**config.mk**
```make
export PLATFORM = sky130hd
export DESIGN_NAME = nec_ir_pulse_decoder
export DESIGN_NICKNAME = d
export VERILOG_FILES = /design/src/sv/nec_ir_pkg.sv /design/src/sv/nec_ir_pulse_decoder.sv
export SDC_FILE = /design/constraint.sdc
export NUM_CORES = 1
export LEC_CHECK = 0
export ABC_AREA = 1
export BUFFER_PORTS_ARGS = -buffer_cell sky130_fd_sc_hd__buf_4
export CORE_MARGIN = 5
export CORE_UTILIZATION = 49
export DETAILED_ROUTE_END_ITERATION = 8
export PLACE_DENSITY = 0.67
export SLEW_MARGIN = 20
export SYNTH_ARGS = -nofsm -noshare
export SYNTH_HDL_FRONTEND = slang
export SYNTH_SLANG_ARGS = --single-unit
```
**constraint.sdc**
```tcl
create_clock -name aclk -period 8.48 [get_ports aclk]
set_input_delay 1.696 -clock aclk [delete_from_list [all_inputs] [get_ports aclk]]
set_output_delay 1.696 -clock aclk [all_outputs]
set_load 0.05 [all_outputs]
```
**src/sv/nec_ir_pkg.sv**
```systemverilog
// Shared types, register codes, reset values and the pulse length match function.
package nec_ir_pkg;

    typedef struct packed {
        logic        pulse_level;
        logic [15:0] pulse_ticks;
    } in_word_t;

    typedef struct packed {
        logic [15:0] key_code;
        logic        is_repeat;
    } out_word_t;

    typedef enum logic [1:0] {
        PH_IDLE,
        PH_HEADER,
        PH_MARK,
        PH_SPACE
    } phase_t;

    typedef enum logic [2:0] {
        CFG_HEADER_MARK,
        CFG_HEADER_SPACE,
        CFG_REPEAT_SPACE,
        CFG_BIT_MARK,
        CFG_ONE_SPACE,
        CFG_ZERO_SPACE,
        CFG_ABS_TOLERANCE,
        CFG_DEVICE_ADDRESS
    } cfg_index_t;

    localparam logic [15:0] HEADER_MARK_RST    = 16'd1699;
    localparam logic [15:0] HEADER_SPACE_RST   = 16'd833;
    localparam logic [15:0] REPEAT_SPACE_RST   = 16'd411;
    localparam logic [15:0] BIT_MARK_RST       = 16'd115;
    localparam logic [15:0] ONE_SPACE_RST      = 16'd306;
    localparam logic [15:0] ZERO_SPACE_RST     = 16'd95;
    localparam logic [15:0] ABS_TOLERANCE_RST  = 16'd100;
    localparam logic [15:0] DEVICE_ADDRESS_RST = 16'hC03F;

    localparam logic [5:0] ADDR_BITS  = 6'd16;
    localparam logic [5:0] FRAME_BITS = 6'd32;

    // The length matches when the deviation is within the tolerance and within a
    // third of the reference. For an integer deviation, d <= ref / 3 is the same
    // as 3 * d <= ref, which avoids any division.
    function automatic logic near_ref(input logic [15:0] ref_ticks,
                                      input logic [15:0] len_ticks,
                                      input logic [15:0] tol_ticks);
        logic [15:0] diff;
        logic [17:0] diff_x3;
        diff    = (len_ticks >= ref_ticks) ? (len_ticks - ref_ticks)
                                           : (ref_ticks - len_ticks);
        diff_x3 = {2'b00, diff} + {1'b0, diff, 1'b0};
        return (diff <= tol_ticks) && (diff_x3 <= {2'b00, ref_ticks});
    endfunction

endpackage

```
**src/sv/nec_ir_pulse_decoder.sv**
```systemverilog
// Top level of the NEC infrared pulse decoder with its configuration registers.
//
// Each input word on the s_ channel is one measured pulse: its level (1 for a
// mark) and its length in timer ticks. The decoder walks the header, the 16
// address bits and the 16 command bits, and emits one output word on the m_
// channel for each complete frame whose address equals the device address
// (is_repeat = 0) and for each repeat header (is_repeat = 1, held word).
// Pulses that fit no expectation return the decoder to idle without output.
// A pulse word is registered at acceptance and decoded from the input register
// into the output register, which drives m_valid and m_data.
// One pulse is accepted every cycle; the only limit is the output
// register, which holds a result until m_ready takes it. While the receiver
// stalls, one more pulse is accepted and waits in the input register, and
// s_ready then stays low until the output register frees up.
// The configuration port writes one 16-bit register per cycle with cfg_wr_en;
// write it only while no pulse is being decoded. The synchronous active-low
// reset clears the decoder to idle, empties both registers and loads the
// default timing and address values.
module nec_ir_pulse_decoder (
    input  logic                   aclk,
    input  logic                   aresetn,
    input  logic                   cfg_wr_en,
    input  nec_ir_pkg::cfg_index_t cfg_index,
    input  logic [15:0]            cfg_data,
    input  logic                   s_valid,
    output logic                   s_ready,
    input  nec_ir_pkg::in_word_t   s_data,
    output logic                   m_valid,
    input  logic                   m_ready,
    output nec_ir_pkg::out_word_t  m_data
);
    import nec_ir_pkg::*;

    logic [15:0] header_mark_reg;
    logic [15:0] header_space_reg;
    logic [15:0] repeat_space_reg;
    logic [15:0] bit_mark_reg;
    logic [15:0] one_space_reg;
    logic [15:0] zero_space_reg;
    logic [15:0] abs_tolerance_reg;
    logic [15:0] device_address_reg;

    logic        in_valid_reg;
    in_word_t    in_data_reg;
    logic        m_valid_reg;
    out_word_t   m_data_reg;

    phase_t      phase_reg;
    phase_t      phase_next;
    logic [5:0]  bit_count_reg;
    logic [5:0]  bit_count_next;
    logic [15:0] shift_word_reg;
    logic [15:0] shift_word_next;

    logic        out_free;
    logic        advance;
    logic        res_valid;
    out_word_t   res_word;
    logic [15:0] ref_a;
    logic [15:0] ref_b;
    logic        match_a;
    logic        match_b;
    logic        is_mark;
    logic [5:0]  count_inc;
    logic [15:0] shifted;

    always_ff @(posedge aclk) begin
        if (!aresetn) begin
            header_mark_reg    <= HEADER_MARK_RST;
            header_space_reg   <= HEADER_SPACE_RST;
            repeat_space_reg   <= REPEAT_SPACE_RST;
            bit_mark_reg       <= BIT_MARK_RST;
            one_space_reg      <= ONE_SPACE_RST;
            zero_space_reg     <= ZERO_SPACE_RST;
            abs_tolerance_reg  <= ABS_TOLERANCE_RST;
            device_address_reg <= DEVICE_ADDRESS_RST;
        end else if (cfg_wr_en) begin
            unique case (cfg_index)
                CFG_HEADER_MARK:    header_mark_reg    <= cfg_data;
                CFG_HEADER_SPACE:   header_space_reg   <= cfg_data;
                CFG_REPEAT_SPACE:   repeat_space_reg   <= cfg_data;
                CFG_BIT_MARK:       bit_mark_reg       <= cfg_data;
                CFG_ONE_SPACE:      one_space_reg      <= cfg_data;
                CFG_ZERO_SPACE:     zero_space_reg     <= cfg_data;
                CFG_ABS_TOLERANCE:  abs_tolerance_reg  <= cfg_data;
                CFG_DEVICE_ADDRESS: device_address_reg <= cfg_data;
            endcase
        end
    end

    assign out_free = !m_valid_reg || m_ready;
    assign advance  = in_valid_reg && out_free;
    assign s_ready  = !in_valid_reg || advance;

    always_ff @(posedge aclk) begin
        if (!aresetn) begin
            in_valid_reg <= 1'b0;
        end else if (s_ready) begin
            in_valid_reg <= s_valid;
        end
    end

    always_ff @(posedge aclk) begin
        if (s_valid && s_ready) begin
            in_data_reg <= s_data;
        end
    end

    // Only two references can matter in any phase, so two comparators serve all.
    always_comb begin
        unique case (phase_reg)
            PH_IDLE: begin
                ref_a = header_mark_reg;
                ref_b = header_mark_reg;
            end
            PH_HEADER: begin
                ref_a = repeat_space_reg;
                ref_b = header_space_reg;
            end
            PH_MARK: begin
                ref_a = bit_mark_reg;
                ref_b = bit_mark_reg;
            end
            PH_SPACE: begin
                ref_a = one_space_reg;
                ref_b = zero_space_reg;
            end
        endcase
    end

    assign is_mark   = in_data_reg.pulse_level;
    assign match_a   = near_ref(ref_a, in_data_reg.pulse_ticks, abs_tolerance_reg);
    assign match_b   = near_ref(ref_b, in_data_reg.pulse_ticks, abs_tolerance_reg);
    assign count_inc = bit_count_reg + 6'd1;
    assign shifted   = {shift_word_reg[14:0], match_a};

    always_ff @(posedge aclk) begin
        if (!aresetn) begin
            phase_reg      <= PH_IDLE;
            bit_count_reg  <= '0;
            shift_word_reg <= '0;
        end else begin
            phase_reg      <= phase_next;
            bit_count_reg  <= bit_count_next;
            shift_word_reg <= shift_word_next;
        end
    end

    always_comb begin
        phase_next         = phase_reg;
        bit_count_next     = bit_count_reg;
        shift_word_next    = shift_word_reg;
        res_valid          = 1'b0;
        res_word.key_code  = shift_word_reg;
        res_word.is_repeat = 1'b0;
        if (advance) begin
            phase_next     = PH_IDLE;
            bit_count_next = '0;
            unique case (phase_reg)
                PH_IDLE: begin
                    if (is_mark && match_a) begin
                        phase_next = PH_HEADER;
                    end
                end
                PH_HEADER: begin
                    if (!is_mark && match_a) begin
                        res_valid          = 1'b1;
                        res_word.is_repeat = 1'b1;
                    end else if (!is_mark && match_b) begin
                        phase_next      = PH_MARK;
                        shift_word_next = '0;
                    end
                end
                PH_MARK: begin
                    if (is_mark && match_a) begin
                        phase_next     = PH_SPACE;
                        bit_count_next = bit_count_reg;
                    end
                end
                PH_SPACE: begin
                    if (!is_mark && (match_a || match_b)) begin
                        shift_word_next = shifted;
                        if (count_inc == ADDR_BITS) begin
                            if (shifted == device_address_reg) begin
                                phase_next      = PH_MARK;
                                bit_count_next  = count_inc;
                                shift_word_next = '0;
                            end
                        end else if (count_inc >= FRAME_BITS) begin
                            res_valid         = 1'b1;
                            res_word.key_code = shifted;
                        end else begin
                            phase_next     = PH_MARK;
                            bit_count_next = count_inc;
                        end
                    end else begin
                        shift_word_next = {shift_word_reg[14:0], 1'b0};
                    end
                end
            endcase
        end
    end

    always_ff @(posedge aclk) begin
        if (!aresetn) begin
            m_valid_reg <= 1'b0;
        end else if (out_free) begin
            m_valid_reg <= advance && res_valid;
        end
    end

    always_ff @(posedge aclk) begin
        if (advance && res_valid) begin
            m_data_reg <= res_word;
        end
    end

    assign m_valid = m_valid_reg;
    assign m_data  = m_data_reg;

    a_count_only_in_frame: assert property (@(posedge aclk) disable iff (!aresetn)
        (phase_reg == PH_IDLE || phase_reg == PH_HEADER) |-> bit_count_reg == 6'd0)
        else $error("bit count nonzero outside a frame");

    a_count_bound: assert property (@(posedge aclk) disable iff (!aresetn)
        bit_count_reg < FRAME_BITS)
        else $error("bit count ran past the frame length");

    a_result_ends_frame: assert property (@(posedge aclk) disable iff (!aresetn)
        (advance && res_valid) |=> phase_reg == PH_IDLE && bit_count_reg == 6'd0)
        else $error("decoder not idle after emitting a word");

    a_stall_cause: assert property (@(posedge aclk) disable iff (!aresetn)
        !s_ready |-> (in_valid_reg && m_valid_reg && !m_ready))
        else $error("input stalled without a blocked output word");

endmodule

```
==> metrics.txt, run 1 <==
fmax=127 MHz; outcome=complete, no violations; setup bufs post-CTS=0; fin. max-slew vios=0; CTS tree=yes; I/O Pins=60; CP peak stage delay=about 0.41 ns; detailed-route wire length per cell=between 15 and 20 um; clock tree buffer depth=2; setup violators final=0; FP Rows=just over 60; crit path capture type=flop; met3 Usage GRT=3.90%; Finished Cell Area=approximately 0.016 mm2; worst slew pin tran=between 1 and 1.5 ns; Starting Density=about half; Hold WS=0.459 ns; DIE AREA=0.0327 mm2; CTS root buffer=clkbuf_16; drt total wl=46.9 mm; most common cell after layout, fill and taps aside=nand2_1; RePlAce Congestion=0.954; vias per cell=5.61; core area=about 0.029 mm2; 1st-pass router iterations=5; Syn Area/Cell=7.12 um2; VDD IR max=about 0.16 mV; clock slew at reported path FFs=0.08 ns; leakage=between 0.007 and 0.008 uW; Clock Latency Late Sink=roughly 0.45 ns; Post-Syn Nets=2211; warning count from the yosys run=0; antenna cell count=0; Pwr per Cell Area=300 mW/mm2; RSZ-0062 raised after global routing=no; most frequent CP cell=nand2_1; Data arrival, critical path=just over 8 ns; die width=roughly 180 um; total vias in the final route=approximately 14000; busiest grt layer=met2; layout cell share with drive strength beyond 1=between 10% and 20%; vias in the first global route=roughly 13000; library cells used by synthesis=65; end-of-flow core utilization=a little over half; most frequent cells in the layout=413 x nand2_1, 234 x nor2_1, 223 x inv_1; nets=around 2200; dominant synthesized flop cell=dfxtp_1; Die H=approximately 180 um; max reg flops=17; CTS resizes=0; Post-Syn Area=between 0.01 and 0.015 mm2; hold buffer count at cts=0; antenna viol nets, final=0; post-route setup TNS=0 ns; port bufs=59; largest fanout on the critical path=18; period utilisation layout=between 90% and 100%; Critical Path Slowest Stage Cell=nor4_1; slew margin rel.=32.1%; GR Layer Usage met1=between 30% and 40%; Final Hold Viols=0; Sink Count=around 190; Seq/Total Area, Yosys=between 20% and 30%; DR iter-0 viols=1320; area growth from synthesis to layout=10.4%; Synth Instances=around 2000; Max H-tree Level=4; cts bufs inserted=17; # DRC=0; Max Cap Viol=0; area post-placement=0.0151 mm2; type of the worst min-delay path=reg -> reg; Worst Clk Skew=0.0138 ns; first-pass GRT wire length=between 70 and 80 mm; Req. time, crit path=between 8 and 9 ns; Remaining Overflow, GRT=0; async set or reset register ratio after synthesis=0%; antenna violations before repair=0; Final HPWL DP=36.0 mm; number of synthesized flops with an enable pin=34; kind of critical path=reg -> reg; GR Util met2=45.7%; number of synthesized register bits=around 190; largest net degree at the start of global routing=105; crit path time final=~7.9 ns; Startpoint Class=flop; GRT Total Usage=between 20 and 30%
==> layout make-up <==
type                       instances  area, um2
clock buffer                      17        425
inverter                         236        888
multi-input combinational       1513       9010
clock inverter                    15        215
timing repair buffer              88        673
fill                            2825      13000
sequential                       188       4100
tap                              384        480
==> cells in the mapped netlist (3+ instances only) <==
cell type	count	area (um2)
clkbuf_2	3	15.0
mux2i_1	7	70.1
nand2_2	22	138
o21ai_2	16	140
o221ai_1	4	35.0
o211ai_1	12	90.1
o22ai_1	4	25.0
dfxtp_1	154	3080
clkinv_1	7	26.3
nand2_4	4	45.0
a221oi_1	3	26.3
a21oi_1	140	701
xnor2_1	25	219
o21ai_0	144	721
nor3_1	28	140
o2111ai_1	5	43.8
buf_1	3	11.3
nor2_1	236	886
nor4_1	5	31.3
buf_2	5	25.0
a21oi_2	12	105
o21a_1	6	45.0
inv_2	6	22.5
nand4_1	20	125
nand3_1	92	460
o21ai_1	4	20.0
inv_1	223	837
ha_1	155	1940
a21o_1	12	90.1
a21boi_0	4	30.0
o21bai_1	8	60.1
buf_6	10	113
nand2_1	414	1550
a31oi_1	31	194
edfxtp_1	34	1020
nand3b_1	5	37.5
a211oi_1	6	45.0
fa_1	6	120
clkbuf_1	50	188
xor2_1	52	455
==> logic make-up (layout without fill, tap and decap cells) <==
group / after synthesis / in the layout / share of synthesized area [%]
AOI/OAI and AO/OA: 423 / 423 / 17.5
xor gates and xnor gates: 77 / 77 / 4.72
adders and majority gates: 161 / 161 / 14.4
buffers and inverters: 309 / 356 / 8.76
DFF: 188 / 188 / 28.7
muxes: 7 / 7 / 0.490
and+or+nand+nor: 844 / 845 / 25.4
==> where the power goes <==
group          internal [uW]  switching, uW  leakage, uW
clock network            433            439     0.000307
logic                   1070           1830      0.00558
registers                934           21.4      0.00158
total                   2440           2290      0.00746
==> through the flow <==
| step | power [uW] | cells | setup slack [ns] |
|---|---|---|---|
| 5_1_grt | 5150 | 2441 | 0.0118 |
| 4_1_cts | 4720 | 2440 | 0.483 |
| 6_report | 4730 | 2441 | 0.578 |
| 3_5_place_dp | 3840 | 2408 | 0.529 |
| 2_1_floorplan | 3110 | 2009 | 0.538 |
| 3_3_place_gp | 3790 | 2408 | 0.656 |
==> layer usage <==
metal  routed length, um  part of all wire (%)
met5                   0                     0
met4                1510                   3.2
met3                2910                   6.2
met2               21700                    46
met1               20800                    44
==> worst max-delay path: cells and delay by family (launching register included) <==
family                   cells  cell delay [ns]
AO/OA/AOI/OAI               11             1.99
XOR/XNOR                     2             0.23
adder cells (fa/ha/maj)      3             0.99
buffers and inverters        6             1.13
flip-flops                   1             0.37
AND/OR/NAND/NOR             20             2.88
==> path summary, 6_finish.rpt <==
| path | startpoint | endpoint | slack (ns) | cells after the start |
|---|---|---|---|---|
| worst max register to register | phase_reg[1] | m_data[4] | 0.58 | 42 |
| worst max-delay path | phase_reg[1] | m_data[4] | 0.58 | 42 |
| worst min register to register | bit_mark_reg[5] | bit_mark_reg[5] | 0.46 | 2 |
| worst min-delay path | bit_mark_reg[5] | bit_mark_reg[5] | 0.46 | 2 |
(Power assumes the default switching activity.)
==> run 2: changes to the inputs <==
--- a/config.mk
+++ b/config.mk
@@ -10,7 +10,8 @@
 export CORE_MARGIN = 5
 export CORE_UTILIZATION = 49
 export DETAILED_ROUTE_END_ITERATION = 8
-export PLACE_DENSITY = 0.67
+export PLACE_DENSITY = 0.64
+export SETUP_SLACK_MARGIN = 0.02
 export SLEW_MARGIN = 20
 export SYNTH_ARGS = -nofsm -noshare
 export SYNTH_HDL_FRONTEND = slang
==> run 2 against run 1 <==
Against the previous run:
- final cell count up 0.25%
- non-clock buffer count grew 6
- register-to-register slack hardly changed
- design area is 0.13% lower
- global-route usage shrank 0.42 points
- via count down 0.43%
- critical path depth down 3
- sequential share of layout area about the same
- maximum frequency fell by 0.11%
- worst setup slack got worse by 0.0083 ns
==> metrics.txt, run 2 (synthesized netlist as in run 1, its figures left out) <==
Clock Latency Late Sink=0.45 ns (about the same); worst slew pin tran=1.03 ns (was 1.02 ns); kind of critical path=reg -> reg (unchanged); Req. time, crit path=8.61 ns (was 8.62 ns); Fill cells=2880 (was 2825); Data arrival, critical path=8.04 ns (was 8.05 ns); Starting Density=49.7% (unchanged); Sink Count=188 (unchanged); CTS tree=yes (unchanged); largest fanout on the critical path=29 (was 18); most frequent cells in the layout=414 x nand2_1, 236 x nor2_1, 223 x inv_1 (was 413 x nand2_1, 234 x nor2_1, 223 x inv_1); core area=0.0288 mm2 (unchanged); hold path startpoint=bit_mark_reg[0] (was bit_mark_reg[5]); post-route setup TNS=0 ns (unchanged); Die H=181 um (unchanged); first-pass GRT wire length=71.8 mm (was 73.0 mm); R2R Path End=m_data[0] (was m_data[4]); # DRC=0 (unchanged); clock slew at reported path FFs=0.08 ns (about the same); type of the worst min-delay path=reg -> reg (unchanged); logic gate share of total power=61.8% (was 61.4%); Placed Cells=2414 (was 2408); area growth from synthesis to layout=10.3% (was 10.4%); nets=2252 (was 2246); Final Hold Viols=0 (unchanged); r2r setup slk=0.57 ns (was 0.58 ns); DIE AREA=0.0327 mm2 (unchanged); leakage=0.00747 uW (was 0.00746 uW); vias per cell=5.57 (was 5.61); Critical Path Slowest Stage Cell=dfxtp_1 (was nor4_1); end-of-flow core utilization=54.8% (was 54.9%); antenna viol nets, final=0 (unchanged); Sw Ratio=47.5% (was 48.4%); Reg2Reg Launch Point=phase_reg[0] (was phase_reg[1]); fin. max-slew vios=0 (unchanged); CP peak stage delay=0.48 ns (was 0.41 ns); most frequent CP cell=nand2_1 (unchanged); Max H-tree Level=4 (unchanged); Max Cap Viol=0 (unchanged); non-filler cells in the finished layout=2447 (was 2441); Final HPWL DP=35.5 mm (was 36.0 mm); RSZ-0062 raised after global routing=no (unchanged); Clk pwr share=17.8% (was 18.4%); share of total power in sequential cells=20.5% (was 20.2%); vias in the first global route=12900 (about the same); Worst Clk Skew=0.0176 ns (was 0.0138 ns); cts bufs inserted=17 (unchanged); Startpoint Class=flop (unchanged); detailed-route wire length per cell=19.0 um (was 19.2 um); total vias in the final route=13600 (was 13700); fmax=126 MHz (was 127 MHz); RePlAce Congestion=0.953 (was 0.954); I/O Pins=60 (unchanged); DR iter-0 viols=1284 (was 1320); crit path capture type=flop (unchanged); Hold WS=0.455 ns (was 0.459 ns); setup violators final=0 (unchanged); largest net degree at the start of global routing=105 (unchanged); most common cell after layout, fill and taps aside=nand2_1 (unchanged); FP Rows=62 (unchanged); reg2reg path depth=39 (was 42); 1st-pass router iterations=7 (was 5); clock tree buffer depth=2 (unchanged); period utilisation layout=93.3% (was 93.2%); outcome=complete, no violations (unchanged); Hold Path End=bit_mark_reg[0] (was bit_mark_reg[5]); layout cell share with drive strength beyond 1=10.2% (was 10.4%); GRT Total Usage=27.6% (was 28.0%); switching pwr=2220 uW (was 2290 uW); CTS root buffer=clkbuf_16 (unchanged); antenna cell count=0 (unchanged); slew margin rel.=31.1% (was 32.1%); die width=181 um (unchanged); Finished Cell Area=0.0158 mm2 (about the same); Worst Hold Depth=2 (unchanged); Remaining Overflow, GRT=0 (unchanged); Pwr per Cell Area=296 mW/mm2 (was 300 mW/mm2); antenna violations before repair=0 (unchanged); Cell Int Power=2450 uW (was 2440 uW); area post-placement=0.0151 mm2 (about the same); VDD IR max=0.176 mV (was 0.156 mV); drt total wl=46.4 mm (was 46.9 mm); crit path time final=7.91 ns (was 7.90 ns); port bufs=59 (unchanged); max reg flops=17 (unchanged)
-- run 2: cell count changes in the layout (fill, tap and decap cells not counted), moves of 2 or more --
cell and delta:
inv_8 +2, ha_1 +2, clkinv_8 -7, a31oi_1 +2, nor2_1 +2, a31oi_2 -2
clkbuf_16 +2, ha_2 -2, nor2_2 -2, clkbuf_1 +2, buf_4 +5, clkinvlp_4 +2
-- run 2: power by group through the flow --
stage | combinational, uW | sequential, uW | clock [uW]
after detailed placement | 2820 | 974 | 0
after floorplan | 2140 | 966 | 0
after CTS | 2840 | 954 | 838
after global routing | 3240 | 957 | 872
final | 2880 | 955 | 828
after global placement | 2790 | 974 | 0
-- run 2: routing by layer --
metal | routed length [um] | global-route usage (%) | vias up
li1 | - | - | 6740
met1 | 20700 | 37.2 | 6361
met2 | 21500 | 45.6 | 458
met3 | 2780 | 3.54 | 79
met4 | 1560 | 9.59 | 0
met5 | 0 | 0 | -
-- run 2: how the worst max path moves through the flow --
stage                            start          to  slack, ns  cells after the start
after CTS                 phase_reg[0]   m_data[7]       0.51                     39
after floorplan           phase_reg[0]   m_data[0]       0.54                     39
after global placement    phase_reg[1]  m_data[10]       0.68                     39
after detailed placement  phase_reg[0]  m_data[10]       0.55                     39
after global routing      phase_reg[1]  m_data[15]       0.02                     44
final                     phase_reg[0]   m_data[0]       0.57                     39
-- run 2: area by class of cell --
cell class	count	area (um2)	share of cell area, %
Timing Repair Buffer	94	731	4.63
Tap cell	384	480	3.05
Clock buffer	22	497	3.15
Sequential cell	188	4100	26.0
Multi-Input combinational cell	1513	8980	56.9
Inverter	236	888	5.63
Clock inverter	10	90.1	0.571
-- run 2: per-stage QoR --
stage               worst slack [ns]  power, uW
global placement               0.681       3760
floorplan                      0.538       3110
global route                  0.0211       5070
CTS                            0.506       4630
finish                         0.570       4660
detailed placement             0.549       3790
-- run 2: repair_timing --
action | CTS | global route
buffers inserted | 0 | 0
endpoints found under the setup margin | 0 | 49
hold buffers | 0 | 0
resized for setup | 0 | 6
-- run 2: worst max-delay path, delay by kind of cell, from the launching register on --
family | cells | cell delay [ns]
fa+ha+maj | 4 | 1.20
compound gates | 15 | 2.83
buf+inv | 5 | 0.85
simple gates | 13 | 1.86
xor+xnor | 2 | 0.39
flops | 1 | 0.48
